File: config.mk
export PLATFORM = sky130hd
export DESIGN_NAME = spiral_matrix_fill_top
export DESIGN_NICKNAME = d
export VERILOG_FILES = /design/src/rtl/smf_pkg.sv /design/src/rtl/smf_ram.sv /design/src/rtl/smf_walk.sv /design/src/rtl/spiral_matrix_fill_top.sv
export VERILOG_INCLUDE_DIRS = /design/src /design/src/rtl
export SDC_FILE = /design/constraint.sdc
export NUM_CORES = 2
export LEC_CHECK = 0
export BUFFER_PORTS_ARGS = -buffer_cell sky130_fd_sc_hd__buf_2
export CORE_AREA = 4 4 525 527
export CTS_CLUSTER_DIAMETER = 80
export CTS_CLUSTER_SIZE = 28
export DETAILED_ROUTE_END_ITERATION = 12
export DIE_AREA = 0 0 529 531
export HOLD_SLACK_MARGIN = 0.05
export PLACE_DENSITY_LB_ADDON = 0.2
export SYNTH_ARGS = -nofsm -noshare
export SYNTH_HDL_FRONTEND = slang
export SYNTH_SLANG_ARGS = --single-unit
File: constraint.sdc
create_clock -name clk -period 8.6 [get_ports clk]
set_input_delay 0.43 -clock clk [delete_from_list [all_inputs] [get_ports clk]]
set_output_delay 0.43 -clock clk [all_outputs]
set_load 0.02 [all_outputs]
File: src/rtl/spiral_matrix_fill_top_macros.svh
// assertion macros for the spiral matrix fill block
`ifndef SPIRAL_MATRIX_FILL_TOP_MACROS_SVH
`define SPIRAL_MATRIX_FILL_TOP_MACROS_SVH

// same-cycle implication, checked outside reset
`define SMF_ASSERT_NOW(label, ante, cons, msg) \
  label: assert property (@(posedge clk) disable iff (rst) (ante) |-> (cons)) \
    else $error(msg);

// next-cycle implication, checked outside reset
`define SMF_ASSERT_NEXT(label, ante, cons, msg) \
  label: assert property (@(posedge clk) disable iff (rst) (ante) |=> (cons)) \
    else $error(msg);

`endif

File: src/rtl/smf_pkg.sv
// shared constants and types for the spiral matrix fill block
package smf_pkg;

  localparam int MAX_SIZE_DEF = 16;
  localparam int SIZE_W       = 5;
  localparam int DIR_W        = 2;
  localparam int VALUE_W      = 9;
  localparam int COORD_W      = 4;
  localparam int CFG_DATA_W   = 32;
  localparam int CFG_ADDR_W   = 3;
  localparam int IN_DATA_W    = 8;
  localparam int OUT_DATA_W   = 16;

  localparam logic REG_SIZE = 1'b0;
  localparam logic REG_DIR  = 1'b1;

  localparam logic [DIR_W-1:0] DIR_CW  = 2'd0;
  localparam logic [DIR_W-1:0] DIR_CCW = 2'd1;

  localparam logic KIND_GEN  = 1'b0;
  localparam logic KIND_READ = 1'b1;

  typedef struct packed {
    logic start;
    logic fill;
    logic ccw;
  } walk_ctrl_t;

  typedef struct packed {
    logic busy;
    logic done;
  } walk_stat_t;

endpackage

File: src/rtl/smf_ram.sv
// generic single-write, single-read ram with registered read data
module smf_ram #(
  parameter int WIDTH  = 9,
  parameter int DEPTH  = 256,
  parameter int ADDR_W = (DEPTH > 1) ? $clog2(DEPTH) : 1
) (
  input  logic              clk,
  input  logic              we,
  input  logic [ADDR_W-1:0] waddr,
  input  logic [WIDTH-1:0]  wdata,
  input  logic              re,
  input  logic [ADDR_W-1:0] raddr,
  output logic [WIDTH-1:0]  rdata
);

  logic [WIDTH-1:0] mem [DEPTH];

  always_ff @(posedge clk) begin
    if (we) begin
      mem[waddr] <= wdata;
    end
    if (re) begin
      rdata <= mem[raddr];
    end
  end

endmodule

File: src/rtl/smf_walk.sv
// clear sweep and spiral walk sequencer driving the grid write port
module smf_walk import smf_pkg::*; #(
  parameter int MAX_SIZE = MAX_SIZE_DEF,
  parameter int DEPTH    = MAX_SIZE * MAX_SIZE,
  parameter int ADDR_W   = (DEPTH > 1) ? $clog2(DEPTH) : 1,
  parameter int IDX_W    = (MAX_SIZE > 1) ? $clog2(MAX_SIZE) : 1,
  parameter int NW       = $clog2(MAX_SIZE + 1)
) (
  input  logic               clk,
  input  logic               rst,
  input  walk_ctrl_t         ctrl,
  input  logic [NW-1:0]      n,
  output walk_stat_t         stat,
  output logic               we,
  output logic [ADDR_W-1:0]  waddr,
  output logic [VALUE_W-1:0] wdata
);

  localparam int KW = $clog2(DEPTH + 1);

  localparam logic [1:0] PH_IDLE = 2'd0;
  localparam logic [1:0] PH_CLR  = 2'd1;
  localparam logic [1:0] PH_WALK = 2'd2;

  logic [1:0]        phase;
  logic [ADDR_W-1:0] clr_cnt;
  logic              fill;
  logic              ccw;
  logic [KW-1:0]     total;
  logic [KW-1:0]     k;
  logic [IDX_W-1:0]  row, col, top, bottom, left, right;
  logic [1:0]        d;

  logic [IDX_W-1:0]  row_next, col_next, top_next, bottom_next, left_next, right_next;
  logic [1:0]        d_next;
  logic              clr_last;
  logic              walk_last;

  assign clr_last  = (clr_cnt == ADDR_W'(DEPTH - 1));
  assign walk_last = (k == total);

  always_comb begin
    row_next    = row;
    col_next    = col;
    top_next    = top;
    bottom_next = bottom;
    left_next   = left;
    right_next  = right;
    d_next      = d;
    unique case ({ccw, d})
      3'b000: begin
        if (col == right) begin
          top_next = top + 1'b1;
          d_next   = 2'd1;
          row_next = row + 1'b1;
        end else begin
          col_next = col + 1'b1;
        end
      end
      3'b001: begin
        if (row == bottom) begin
          right_next = right - 1'b1;
          d_next     = 2'd2;
          col_next   = col - 1'b1;
        end else begin
          row_next = row + 1'b1;
        end
      end
      3'b010: begin
        if (col == left) begin
          bottom_next = bottom - 1'b1;
          d_next      = 2'd3;
          row_next    = row - 1'b1;
        end else begin
          col_next = col - 1'b1;
        end
      end
      3'b011: begin
        if (row == top) begin
          left_next = left + 1'b1;
          d_next    = 2'd0;
          col_next  = col + 1'b1;
        end else begin
          row_next = row - 1'b1;
        end
      end
      3'b100: begin
        if (row == bottom) begin
          left_next = left + 1'b1;
          d_next    = 2'd1;
          col_next  = col + 1'b1;
        end else begin
          row_next = row + 1'b1;
        end
      end
      3'b101: begin
        if (col == right) begin
          bottom_next = bottom - 1'b1;
          d_next      = 2'd2;
          row_next    = row - 1'b1;
        end else begin
          col_next = col + 1'b1;
        end
      end
      3'b110: begin
        if (row == top) begin
          right_next = right - 1'b1;
          d_next     = 2'd3;
          col_next   = col - 1'b1;
        end else begin
          row_next = row - 1'b1;
        end
      end
      3'b111: begin
        if (col == left) begin
          top_next = top + 1'b1;
          d_next   = 2'd0;
          row_next = row + 1'b1;
        end else begin
          col_next = col - 1'b1;
        end
      end
      default: begin
        d_next = d;
      end
    endcase
  end

  always_ff @(posedge clk) begin
    if (rst) begin
      phase   <= PH_CLR;
      clr_cnt <= '0;
      fill    <= 1'b0;
    end else begin
      unique case (phase)
        PH_IDLE: begin
          if (ctrl.start) begin
            phase   <= PH_CLR;
            clr_cnt <= '0;
            fill    <= ctrl.fill;
          end
        end
        PH_CLR: begin
          clr_cnt <= clr_cnt + 1'b1;
          if (clr_last) begin
            phase <= fill ? PH_WALK : PH_IDLE;
          end
        end
        PH_WALK: begin
          if (walk_last) begin
            phase <= PH_IDLE;
          end
        end
        default: begin
          phase <= PH_IDLE;
        end
      endcase
    end
  end

  always_ff @(posedge clk) begin
    if (phase == PH_IDLE && ctrl.start) begin
      ccw    <= ctrl.ccw;
      total  <= KW'(KW'(n) * KW'(n));
      row    <= '0;
      col    <= '0;
      top    <= '0;
      left   <= '0;
      bottom <= IDX_W'(n - 1'b1);
      right  <= IDX_W'(n - 1'b1);
      d      <= 2'd0;
      k      <= KW'(1);
    end else if (phase == PH_WALK) begin
      row    <= row_next;
      col    <= col_next;
      top    <= top_next;
      bottom <= bottom_next;
      left   <= left_next;
      right  <= right_next;
      d      <= d_next;
      k      <= k + 1'b1;
    end
  end

  always_comb begin
    we    = (phase == PH_CLR) || (phase == PH_WALK);
    waddr = clr_cnt;
    wdata = '0;
    if (phase == PH_WALK) begin
      waddr = ADDR_W'(32'(row) * MAX_SIZE + 32'(col));
      wdata = VALUE_W'(k);
    end
  end

  assign stat.busy = (phase != PH_IDLE);
  assign stat.done = (phase == PH_CLR && clr_last && !fill) || (phase == PH_WALK && walk_last);

endmodule

File: src/rtl/spiral_matrix_fill_top.sv
// top level of the spiral matrix fill block: stream ports, config registers, grid store
// read item: grid read at accept, result registered in ST_OUT; one item at a time
// generate item: clear sweep of the grid, then n*n walk writes, then the result output
// no walk when the direction does not fill or n is zero
// reset: clearing pass over all MAX_SIZE*MAX_SIZE cells, s_tready low until it ends
// reset values: size 4, direction 0, grid all zero
`include "spiral_matrix_fill_top_macros.svh"

module spiral_matrix_fill_top import smf_pkg::*; #(
  parameter int MAX_SIZE = MAX_SIZE_DEF
) (
  input  logic                  clk,
  input  logic                  rst,
  input  logic                  s_tvalid,
  output logic                  s_tready,
  input  logic [IN_DATA_W-1:0]  s_tdata,   // row[3:0], col[7:4]
  input  logic                  s_tuser,   // kind[0]
  output logic                  m_tvalid,
  input  logic                  m_tready,
  output logic [OUT_DATA_W-1:0] m_tdata,   // value[8:0], in_range[9], zero[15:10]
  input  logic                  psel,
  input  logic                  penable,
  input  logic                  pwrite,
  input  logic [CFG_ADDR_W-1:0] paddr,
  input  logic [CFG_DATA_W-1:0] pwdata,
  output logic [CFG_DATA_W-1:0] prdata,
  output logic                  pready
);

  localparam int DEPTH  = MAX_SIZE * MAX_SIZE;
  localparam int ADDR_W = (DEPTH > 1) ? $clog2(DEPTH) : 1;
  localparam int NW     = $clog2(MAX_SIZE + 1);

  localparam logic [2:0] ST_BOOT = 3'd0;
  localparam logic [2:0] ST_IDLE = 3'd1;
  localparam logic [2:0] ST_GEN  = 3'd2;
  localparam logic [2:0] ST_OUT  = 3'd3;

  logic [2:0]         state;
  logic [SIZE_W-1:0]  size;
  logic [DIR_W-1:0]   dir;
  logic               rd_hit;

  logic [NW-1:0]        n_eff;
  logic [COORD_W-1:0]   in_row, in_col;
  logic                 in_range;
  logic                 accept;
  logic                 out_free;
  logic                 cfg_wr;
  walk_ctrl_t           wctrl;
  walk_stat_t           wstat;
  logic                 we;
  logic [ADDR_W-1:0]    waddr;
  logic [VALUE_W-1:0]   wdata;
  logic                 re;
  logic [ADDR_W-1:0]    raddr;
  logic [VALUE_W-1:0]   rdata;

  assign n_eff    = (32'(size) > MAX_SIZE) ? NW'(MAX_SIZE) : NW'(size);
  assign in_row   = s_tdata[3:0];
  assign in_col   = s_tdata[7:4];
  assign in_range = (32'(in_row) < 32'(n_eff)) && (32'(in_col) < 32'(n_eff));
  assign s_tready = (state == ST_IDLE);
  assign accept   = s_tvalid && s_tready;
  assign out_free = !m_tvalid || m_tready;

  assign re    = accept && (s_tuser == KIND_READ) && in_range;
  assign raddr = ADDR_W'(32'(in_row) * MAX_SIZE + 32'(in_col));

  assign wctrl.start = accept && (s_tuser == KIND_GEN);
  assign wctrl.fill  = ((dir == DIR_CW) || (dir == DIR_CCW)) && (n_eff != '0);
  assign wctrl.ccw   = (dir == DIR_CCW);

  smf_walk #(
    .MAX_SIZE (MAX_SIZE)
  ) u_walk (
    .clk   (clk),
    .rst   (rst),
    .ctrl  (wctrl),
    .n     (n_eff),
    .stat  (wstat),
    .we    (we),
    .waddr (waddr),
    .wdata (wdata)
  );

  smf_ram #(
    .WIDTH (VALUE_W),
    .DEPTH (DEPTH)
  ) u_grid (
    .clk   (clk),
    .we    (we),
    .waddr (waddr),
    .wdata (wdata),
    .re    (re),
    .raddr (raddr),
    .rdata (rdata)
  );

  always_ff @(posedge clk) begin
    if (rst) begin
      state    <= ST_BOOT;
      m_tvalid <= 1'b0;
      rd_hit   <= 1'b0;
    end else begin
      if (state == ST_OUT && out_free) begin
        m_tvalid <= 1'b1;
      end else if (m_tvalid && m_tready) begin
        m_tvalid <= 1'b0;
      end
      unique case (state)
        ST_BOOT: begin
          if (wstat.done) begin
            state <= ST_IDLE;
          end
        end
        ST_IDLE: begin
          if (accept) begin
            rd_hit <= (s_tuser == KIND_READ) && in_range;
            state  <= (s_tuser == KIND_GEN) ? ST_GEN : ST_OUT;
          end
        end
        ST_GEN: begin
          if (wstat.done) begin
            state <= ST_OUT;
          end
        end
        ST_OUT: begin
          if (out_free) begin
            state <= ST_IDLE;
          end
        end
        default: begin
          state <= ST_IDLE;
        end
      endcase
    end
  end

  always_ff @(posedge clk) begin
    if (state == ST_OUT && out_free) begin
      m_tdata <= {(OUT_DATA_W - VALUE_W - 1)'(0), rd_hit, rd_hit ? rdata : VALUE_W'(0)};
    end
  end

  assign cfg_wr = psel && penable && pwrite && pready;
  assign pready = 1'b1;

  always_ff @(posedge clk) begin
    if (rst) begin
      size <= SIZE_W'(4);
      dir  <= DIR_CW;
    end else if (cfg_wr) begin
      if (paddr[2] == REG_SIZE) begin
        size <= pwdata[SIZE_W-1:0];
      end else begin
        dir <= pwdata[DIR_W-1:0];
      end
    end
  end

  always_comb begin
    if (paddr[2] == REG_SIZE) begin
      prdata = {(CFG_DATA_W - SIZE_W)'(0), size};
    end else begin
      prdata = {(CFG_DATA_W - DIR_W)'(0), dir};
    end
  end

  `SMF_ASSERT_NOW(a_ready_walk_idle, s_tready, !wstat.busy, "input ready while walk busy")
  `SMF_ASSERT_NEXT(a_one_at_a_time, s_tvalid && s_tready, !s_tready, "item accepted back to back")
  `SMF_ASSERT_NEXT(a_out_loads, state == ST_OUT && out_free, m_tvalid, "result not presented")
  `SMF_ASSERT_NOW(a_zero_when_out, m_tvalid && !m_tdata[9], m_tdata[8:0] == '0, "value without range")

endmodule

==> results.toml <==
[run_status]
run_status = "finished, violations left"
violations = "capacitance limit, slew limit"

[floorplan]
dieArea_um2 = 281000
num_io_pins = 102
die_y_um = 531
initial_core_util_pct = 34.9
num_rows = 191
coreArea_um2 = 271000
die_w_um = 529

[timing]
worst_pin_slew_ps = 1570
slew_headroom_pct = -6.13
min_period_ps = 4110
maxSlewViolCount = 2
skew_ps = 44.0
rsz0062_at_grt = "false"
finalSetupViolations = 0
finalWorstSetupSlack_ps = 4490
finalCritPeriodShare_pct = 47.8
fin_setup_tns_ps = 0
fmax_ghz = 0.243
finalHoldViolCount = 0
hold_slack_ps = 260

[logic_synthesis]
synth_ff_type = "edfxtp_1"
syn-instance-count = 4719
synthAdderAreaFrac_pct = 0.655
synth_compound_area_share_pct = 3.86
synth_area_per_cell_um2 = 20.0
ys_seq_elements = 2389
synth_top_family_by_area = "multiplexers"
synth_edf_count = 2340
synth-simple-area-share_pct = 3.25
synthMuxAreaShare_pct = 14.0
synth-xor-area-share_pct = 0.566
syn-cell-area_um2 = 94300
yosysWarningCount = 0
yosysUniqueCellTypes = 80
yosysSeqAreaShare_pct = 75.5
async_flop_share_pct = 0

[finish]
drive_gt1_share_pct = 19.1
num-fill-cells = 24500
area_growth_pct = 9.32
nNetsFinal = 4837
instances_no_fill = 8415
final_util_pct = 38.1
fin_area_um2 = 103000

[place]
place.gp.congestion = 0.827
dp_cells = 8159
io_buffers = 38
pre_cts_ws_ps = 3730
post-dp-hpwl_um = 155000
postPlaceCellArea_um2 = 98300

[worst_setup_path]
path_cells = "inv_1 > ha_2 > o32ai_1 > nand2_2 > buf_4 > nor2_1"
cp.depth = 6
start_kind = "flip-flop"
cp.buffers_inverters = 2
critPathCaptureType = "flip-flop"
r2r_cells = 6
crit_slowest_cell = "nor2_1"
arrival_ps = 4520
cp_max_fo = 25
critPathKind = "reg -> reg"
r2r_slack_ps = 4490
slowest_delay_ps = 920
cpLargestDelayFamily = "simple AND/OR/NAND/NOR gates"
required_ps = 9010

[clocking]
clkSinkCount = 2389
clkTransAtPathRegs_ps = 80
cts_resized = 0
postCtsHoldBufs = 16
cts_buffers = 132
clk_path_buf_depth = 3
clockRootBuffer = "clkbuf_16"
cts_max_level = 4
post_cts_buffers = 0
insertion_delay_ps = 830
cts_tree = "built"

[pwr]
max-vdd-ir-drop_mv = 0.187
power.total_mw = 21.8
p_leak_nw = 33.7
power_density_nw_per_um2 = 211

[drt]
wl_per_cell_um = 30.5
drc = 0
vias_per_cell = 5.48
vias = 46100
initialDrtViolationCount = 4969
ant_nets = 0
drt_first_pass_iters = 5
routed_wl_um = 256000

[grt]
grt_max_degree = 205
grt_antenna_before_repair = 10
grt_pass1_vias = 46000
track_usage_pct = 17.9
grt_pass1_wl_um = 359000
grt_overflow = 0

[worst_hold_path]
min_path_cells = 3
min_path_type = "in -> reg"

[run]
maxCapViolCount = 1
==> routing by layer <==
layer,vias to the layer above,track usage (%),part of all wire (%)
met5,-,0,0.012
met4,6,4.39,2.3
met3,241,2.51,5.5
met2,1376,29.0,48
met1,25100,25.7,44
li1,19400,-,-
==> Yosys cell counts, types with 6 or more instances <==
library cell | n | area, um^2
a211o_1 | 7 | 61.3
a211oi_1 | 28 | 210
a21oi_1 | 98 | 490
a221oi_1 | 39 | 342
a22o_1 | 26 | 228
a22oi_1 | 105 | 788
a31oi_1 | 8 | 50.1
a32oi_1 | 6 | 52.6
and2_1 | 31 | 194
and3_1 | 16 | 100
buf_1 | 18 | 67.6
buf_12 | 9 | 180
buf_2 | 57 | 285
buf_4 | 76 | 571
buf_6 | 24 | 270
clkbuf_1 | 115 | 432
dfxtp_1 | 49 | 981
edfxtp_1 | 2340 | 70300
ha_1 | 43 | 538
inv_1 | 38 | 143
mux2_2 | 20 | 225
mux2i_1 | 196 | 1960
mux4_2 | 489 | 11000
nand2_1 | 95 | 357
nand2b_1 | 11 | 68.8
nand3_1 | 35 | 175
nand4_1 | 12 | 75.1
nor2_1 | 342 | 1280
nor2b_1 | 26 | 163
nor3_1 | 41 | 205
nor4_1 | 19 | 119
o21ai_0 | 16 | 80.1
o221ai_1 | 34 | 298
o22ai_1 | 72 | 450
o32ai_1 | 20 | 175
xnor2_1 | 37 | 324
xor2_1 | 24 | 210
==> where the power goes <==
group	internal, mW	switching (mW)	total (mW)
clock network	3.45	4.11	7.56
logic	0.525	0.921	1.45
registers	12.7	0.115	12.8
==> layout make-up <==
| cell class | count | area [um^2] | area share [%] |
|---|---|---|---|
| Sequential cell | 2389 | 71200 | 69.1 |
| Clock inverter | 96 | 1230 | 1.19 |
| Antenna cell | 3 | 7.51 | 0.00728 |
| Tap cell | 3570 | 4470 | 4.33 |
| Timing Repair Buffer | 154 | 1290 | 1.25 |
| Inverter | 40 | 150 | 0.146 |
| Clock buffer | 141 | 3420 | 3.32 |
| Multi-Input combinational cell | 2022 | 21300 | 20.7 |
==> path summary, 6_finish.rpt <==
check,start,endpoint
setup reg to reg,u_walk.phase[0],u_grid.mem[26][6]
hold / removal,penable,size[2]
setup / recovery,u_walk.phase[0],u_grid.mem[26][6]
hold reg to reg,u_walk.top[1],u_walk.top[1]
==> cell usage in the layout (no fill, tap or decap), types with 38 or more instances in the layout <==
cell and instances:
dfxtp_1 49, o22ai_1 72, buf_4 89, a221oi_1 39, mux4_2 489, inv_1 38
ha_1 42, clkbuf_16 136, nand2_1 78, nor2_1 341, edfxtp_1 2340, mux2i_1 196
a22oi_1 105, nor3_1 41, a21oi_1 98
==> tightest hold or removal path: cells and delay by family <==
family,cells,cell delay (ps)
AND/OR/NAND/NOR,1,310
AO/OA/AOI/OAI,1,170
buffers and inverters,1,110
==> cell families after synthesis <==
family | Yosys count
other | 2
DFF | 2389
xor gates and xnor gates | 61
AOI/OAI and AO/OA | 506
adders and majority gates | 47
and+or+nand+nor | 666
muxes | 705
buffers and inverters | 343
==> sequential cells by signal, summed over array words and instances (netlist names), 5 cells and up <==
name	cells
u_grid.mem	2304
m_tdata	10
u_walk.clr_cnt	8
u_walk.k	9
u_walk.total	8
size	5
u_grid.rdata	9
No activity file was read; power rests on OpenSTA's default activity.
